--- config.mk ---
export PLATFORM = sky130hd
export DESIGN_NAME = mpbm_cell
export DESIGN_NICKNAME = d
export VERILOG_FILES = /design/src/design/mpbm_pkg.sv /design/src/design/mpbm_ram.sv /design/src/design/mpbm_cell.sv
export SDC_FILE = /design/constraint.sdc
export NUM_CORES = 1
export LEC_CHECK = 0
export BUFFER_PORTS_ARGS = -buffer_cell sky130_fd_sc_hd__clkbuf_2
export CORE_MARGIN = 2
export CORE_UTILIZATION = 55
export CTS_CLUSTER_DIAMETER = 60
export DETAILED_ROUTE_END_ITERATION = 16
export HOLD_SLACK_MARGIN = 0.1
export PLACE_DENSITY = 0.73
export SYNTH_ARGS = -nofsm -noshare
export SYNTH_HDL_FRONTEND = slang
export SYNTH_HIERARCHICAL = 1
export SYNTH_SLANG_ARGS = --single-unit
--- constraint.sdc ---
create_clock -name clk -period 13.9 [get_ports clk]
set_clock_uncertainty 0.2 [all_clocks]
set_input_delay 0.695 -clock clk [delete_from_list [all_inputs] [get_ports clk]]
set_output_delay 0.695 -clock clk [all_outputs]
set_load 0.02 [all_outputs]
--- src/design/mpbm_pkg.sv ---
// Shared types and constants for the multi-pattern byte matcher.
package mpbm_pkg;

    // Field widths of the item and result ports.
    localparam int FUNC_W = 2;
    localparam int BYTE_W = 8;
    localparam int PIDX_W = 4;
    localparam int CPOS_W = 5;
    localparam int PLEN_W = 6;
    localparam int NPAT_W = 5;

    // Operation codes carried in the func field.
    localparam logic [FUNC_W-1:0] FUNC_SEARCH    = 2'd0;
    localparam logic [FUNC_W-1:0] FUNC_WR_BYTE   = 2'd1;
    localparam logic [FUNC_W-1:0] FUNC_WR_LENGTH = 2'd2;

    // Command broadcast from the top level to every cell, already qualified by acceptance.
    typedef struct packed {
        logic              search;
        logic              sob;
        logic              wr_byte;
        logic              wr_len;
        logic [BYTE_W-1:0] data_byte;
        logic [PIDX_W-1:0] pattern_index;
        logic [CPOS_W-1:0] char_position;
        logic [PLEN_W-1:0] pattern_length;
    } mpbm_cmd_t;

    // Priority chain between neighboring cells: the lowest completed pattern so far.
    typedef struct packed {
        logic              found;
        logic [PIDX_W-1:0] pattern;
        logic [PLEN_W-1:0] length;
    } mpbm_chain_t;

endpackage

--- src/design/mpbm_ram.sv ---
// Generic single-write, single-read RAM with a registered read port.
module mpbm_ram #(
    parameter int WIDTH = 8,
    parameter int DEPTH = 32
) (
    input  logic                     clk,
    input  logic                     we,
    input  logic [$clog2(DEPTH)-1:0] waddr,
    input  logic [WIDTH-1:0]         wdata,
    input  logic [$clog2(DEPTH)-1:0] raddr,
    output logic [WIDTH-1:0]         rdata
);

    logic [WIDTH-1:0] mem_reg [0:DEPTH-1];
    logic [WIDTH-1:0] rdata_reg;

    // Write port and registered read port; a read at the written address returns the old word.
    always_ff @(posedge clk)
    begin
        if (we)
        begin
            mem_reg[waddr] <= wdata;
        end
        rdata_reg <= mem_reg[raddr];
    end

    assign rdata = rdata_reg;

endmodule

--- src/design/mpbm_cell.sv ---
// One pattern cell: stored pattern, length, progress counter and its link in the priority chain.
module mpbm_cell
    import mpbm_pkg::*;
#(
    parameter int INDEX           = 0,
    parameter int MAX_PATTERN_LEN = 32
) (
    input  logic              clk,
    input  logic              rst_n,
    input  mpbm_cmd_t         cmd,
    input  logic [NPAT_W-1:0] num_patterns,
    input  mpbm_chain_t       chain_in,
    output mpbm_chain_t       chain_out
);

    localparam int LEN_W  = $clog2(MAX_PATTERN_LEN + 1);
    localparam int ADDR_W = $clog2(MAX_PATTERN_LEN);

    logic [ADDR_W-1:0] counter_reg, counter_next;
    logic [LEN_W-1:0]  length_reg, length_next;
    logic [BYTE_W-1:0] first_reg, first_next;
    logic              bypass_reg, bypass_next;
    logic [BYTE_W-1:0] bypass_data_reg, bypass_data_next;
    logic [BYTE_W-1:0] ram_rdata;

    logic              hit;
    logic              byte_write;
    logic [ADDR_W-1:0] wr_addr;
    logic              participate;
    logic [LEN_W-1:0]  base;
    logic [LEN_W-1:0]  pos_next;
    logic [BYTE_W-1:0] expected;
    logic              complete;

    // Address decode for write transactions.
    assign hit        = (int'(cmd.pattern_index) == INDEX);
    assign byte_write = cmd.wr_byte && hit && (int'(cmd.char_position) < MAX_PATTERN_LEN);
    assign wr_addr    = ADDR_W'(cmd.char_position);

    // Compare the search byte with the next expected pattern byte.
    always_comb
    begin
        participate = cmd.search && (int'(num_patterns) > INDEX) && (length_reg != '0)
                      && !chain_in.found;
        base        = cmd.sob ? '0 : LEN_W'(counter_reg);
        if (cmd.sob)
        begin
            expected = first_reg;
        end
        else if (bypass_reg)
        begin
            expected = bypass_data_reg;
        end
        else
        begin
            expected = ram_rdata;
        end
        pos_next = (expected == cmd.data_byte) ? base + LEN_W'(1) : '0;
        complete = participate && (pos_next >= length_reg);
    end

    // Next state of the counter, length and prefetch bypass.
    always_comb
    begin
        counter_next     = counter_reg;
        length_next      = length_reg;
        first_next       = first_reg;
        bypass_next      = 1'b0;
        bypass_data_next = bypass_data_reg;
        if (cmd.search && cmd.sob)
        begin
            counter_next = '0;
        end
        if (participate)
        begin
            counter_next = complete ? '0 : ADDR_W'(pos_next);
        end
        if (cmd.wr_len && hit)
        begin
            counter_next = '0;
            if (int'(cmd.pattern_length) > MAX_PATTERN_LEN)
            begin
                length_next = LEN_W'(MAX_PATTERN_LEN);
            end
            else
            begin
                length_next = LEN_W'(cmd.pattern_length);
            end
        end
        if (byte_write)
        begin
            if (wr_addr == '0)
            begin
                first_next = cmd.data_byte;
            end
            if (wr_addr == counter_next)
            begin
                bypass_next      = 1'b1;
                bypass_data_next = cmd.data_byte;
            end
        end
    end

    // Pass on an earlier completion, otherwise report this pattern if it completed.
    always_comb
    begin
        chain_out = chain_in;
        if (complete)
        begin
            chain_out.found   = 1'b1;
            chain_out.pattern = PIDX_W'(INDEX);
            chain_out.length  = PLEN_W'(length_reg);
        end
    end

    // Control registers.
    always_ff @(posedge clk or negedge rst_n)
    begin
        if (!rst_n)
        begin
            counter_reg <= '0;
            length_reg  <= '0;
            bypass_reg  <= 1'b0;
        end
        else
        begin
            counter_reg <= counter_next;
            length_reg  <= length_next;
            bypass_reg  <= bypass_next;
        end
    end

    // Payload registers.
    always_ff @(posedge clk)
    begin
        first_reg       <= first_next;
        bypass_data_reg <= bypass_data_next;
    end

    // Pattern bytes; the read address follows the counter so the next expected byte is ready.
    mpbm_ram #(
        .WIDTH (BYTE_W),
        .DEPTH (MAX_PATTERN_LEN)
    ) u_ram (
        .clk   (clk),
        .we    (byte_write),
        .waddr (wr_addr),
        .wdata (cmd.data_byte),
        .raddr (counter_next),
        .rdata (ram_rdata)
    );

endmodule

==> results.json <==
{
  "status": "complete, no violations",
  "cp_cell_sequence": "mux2i_1 > a211oi_1 > or4_1 > nor4_4 > o21ai_0 > ha_1 > nand2b_1 > a31oi_1 > o21ai_0 > and2_1 > or2_0 > a211oi_4 > buf_4 > buf_4 > mux4_2 > mux4_2 > mux2_2",
  "synth-simple-area-share": 0.05944,
  "htreeDepth": 1,
  "max-vdd-ir-drop_uv": 103.4,
  "postRouteAntennaNets": 0,
  "max_cap_viol_count": 0,
  "cp-end-kind": "flip-flop",
  "yosys-top-cells-area": "edfxtp_1 67%, mux4_2 15%, dfrtp_1 2.5%, mux2_2 1.4%, nor2_1 1.4%",
  "maxSlewViolCount": 0,
  "leakage_nw": 4.351,
  "fin_crit_sh": 0.5342,
  "synth_edf_count": 272,
  "start_kind": "flip-flop",
  "dp_cells": 953,
  "netlist_instances": 638,
  "hold_violations": 0,
  "grt-ovfl-total": 0,
  "grt_pass1_wl_mm": 41.12,
  "min_path_type": "input pin to flip-flop",
  "worst_slew_pin_slew_ns": 1.089,
  "path_clk_slew_ns": 0.07,
  "layout.nets": 757,
  "wirelength_mm": 26.83,
  "fp.dieH_um": 152.3,
  "drc": 0,
  "num_vias": 6411,
  "synth_cell_types": 55,
  "synth_mux_area_frac": 0.1715,
  "syn_to_final_growth_pct": 12.26,
  "grt_max_degree": 66,
  "cts_tree": "yes",
  "timing.slew.headroom": 0.2711,
  "post-route-min-period_ns": 7.425,
  "powerDensity_nw_per_um2": 138.9,
  "yosys_warnings": 6,
  "setup_viol": 0,
  "place_congestion": 0.8507,
  "start_util": 0.5580,
  "core_area_um2": 21690,
  "ys.flop_type": "edfxtp_1",
  "drtPass1Iterations": 5,
  "synth_most_common_cell": "edfxtp_1",
  "syn-num-nets": 690,
  "root_buffer": "clkbuf_16",
  "crit_slowest_cell": "buf_4",
  "portBuffers": 55,
  "critPathMaxStageDelay_ns": 0.63,
  "ctsLongestPathBuffers": 3,
  "finalSetupTns_ns": 0,
  "synth_top_family_by_area": "multiplexers",
  "yosys_register_bits": 292,
  "synth_top_cell_by_area": "edfxtp_1",
  "antenna_found_initial": 0,
  "dp_hpwl_mm": 16.49,
  "ys_seq_area_frac": 0.7129,
  "fin_cells": 1005,
  "wire_per_inst_um": 26.70,
  "die_w_um": 152.3,
  "io_pins": 56,
  "clock_sinks": 292,
  "antenna_cells": 0,
  "drtIter0Drc": 661,
  "insertion_delay_ns": 0.55,
  "post_cts_buffers": 0,
  "synth_area_per_cell_um2": 18.97,
  "finalPower_mw": 1.887,
  "synthAdderAreaFrac": 0.007237,
  "via_per_inst": 6.379,
  "synthTopCellsByCount": "272 x edfxtp_1, 80 x mux4_2, 45 x nor2_1",
  "grt_pass1_vias": 6565,
  "rows": 54,
  "worstSetupPathType": "flip-flop to flip-flop",
  "grt_util_all_layers": 0.2357,
  "arrival_ns": 7.66,
  "synthXorXnorAreaFrac": 0.002171,
  "cts_buffers": 29,
  "synth_compound_area_frac": 0.03070,
  "crit_fanout": 38,
  "largest_register_ffs": 256,
  "dieArea_um2": 23210,
  "rsz0062_at_grt": "no",
  "layout-drive-gt1-share": 0.2938,
  "fmax_mhz": 134.7,
  "synthArstFlopShare": 0.04110,
  "synthesis.area_um2": 12100,
  "critPathRequiredTime_ns": 14.14,
  "synth_top_area_share": 0.6749
}
[routing by layer]
layer | share of wire | global-route usage | vias to the layer above
li1 | - | - | 2734
met1 | 0.40 | 0.3404 | 3294
met2 | 0.48 | 0.3679 | 338
met3 | 0.092 | 0.05347 | 45
met4 | 0.027 | 0.06943 | 0
met5 | 0 | 0 | -
[layout make-up]
type	instances	area [um2]
fill	1476	8102
inverter	10	37.54
tap	280	350.3
clock inverter	12	118.9
timing repair buffer	66	360.3
clock buffer	39	783.3
multi-input combinational	306	3308
sequential	292	8628
[layout by cell type, fill, tap and decap left out, types with 5 or more instances in the layout]
cell	n
a21oi_1	7
mux2i_1	9
nand2_1	20
mux4_2	80
ha_1	7
clkbuf_2	55
dfrtp_1	12
nand3_1	10
nor3_1	7
edfxtp_1	272
nand3b_1	9
nor2_1	45
o21ai_0	11
inv_1	9
clkbuf_16	29
mux2_2	15
clkbuf_1	8
a211oi_1	5
dfxtp_1	8
nand2b_1	5
nor2b_1	15
o211ai_1	6
buf_4	10
[per-stage QoR]
| stage | area (um2) | worst slack (ns) | utilization | hold slack, ns |
|---|---|---|---|---|
| floorplan | 12100 | 8.096 | - | 0.1994 |
| global placement | 12670 | 6.148 | 0.5844 | 0.3577 |
| detailed placement | 12670 | 6.005 | 0.5844 | 0.3495 |
| CTS | 13590 | 6.404 | 0.6265 | 0.1821 |
| global route | 13590 | 5.978 | 0.6265 | 0.2201 |
| finish | 13590 | 6.475 | 0.6265 | 0.2002 |
[logic make-up (layout without fill, tap and decap cells)]
logic type,count (synthesis),count (layout)
AO/OA/AOI/OAI,54,54
XOR/XNOR,3,3
adder cells (fa/ha/maj),7,7
buffers and inverters,40,127
flip-flops,292,292
multiplexers,105,105
AND/OR/NAND/NOR,137,137
[path summary, 6_finish.rpt]
check	start	to	slack [ns]	cells after the start
min	cmd[0]	length_reg[0]$_DFFE_PN0P_	0.20	3
max in group asynchronous	rst_n	length_reg[0]$_DFFE_PN0P_	12.84	2
max	bypass_reg$_DFF_PN0_	u_ram/rdata[3]$_DFF_P_	6.47	17
max reg2reg	bypass_reg$_DFF_PN0_	u_ram/rdata[3]$_DFF_P_	6.47	17
min reg2reg	length_reg[0]$_DFFE_PN0P_	length_reg[0]$_DFFE_PN0P_	0.36	2
min in group asynchronous	rst_n	bypass_reg$_DFF_PN0_	0.40	2
[critical path, delay by kind of cell (launching register included)]
family | cells | cell delay, ns
multiplexers | 4 | 1.79
adder cells (fa/ha/maj) | 1 | 0.35
AND/OR/NAND/NOR | 5 | 2.04
buffers and inverters | 2 | 1.24
flip-flops | 1 | 0.60
AO/OA/AOI/OAI | 5 | 1.04
[where the power goes]
group | internal (mW) | switching (mW)
Clock | 0.431 | 0.313
Combinational | 0.0755 | 0.0894
Sequential | 0.971 | 0.00758
Total | 1.48 | 0.410
[what timing repair did]
| item | 4_1_cts | 5_1_grt |
|---|---|---|
| resized for setup | 0 | 0 |
| hold buffers | 1 | 0 |
| hold endpoints to repair | 12 | 0 |
Power figures use the tool's default switching activity.
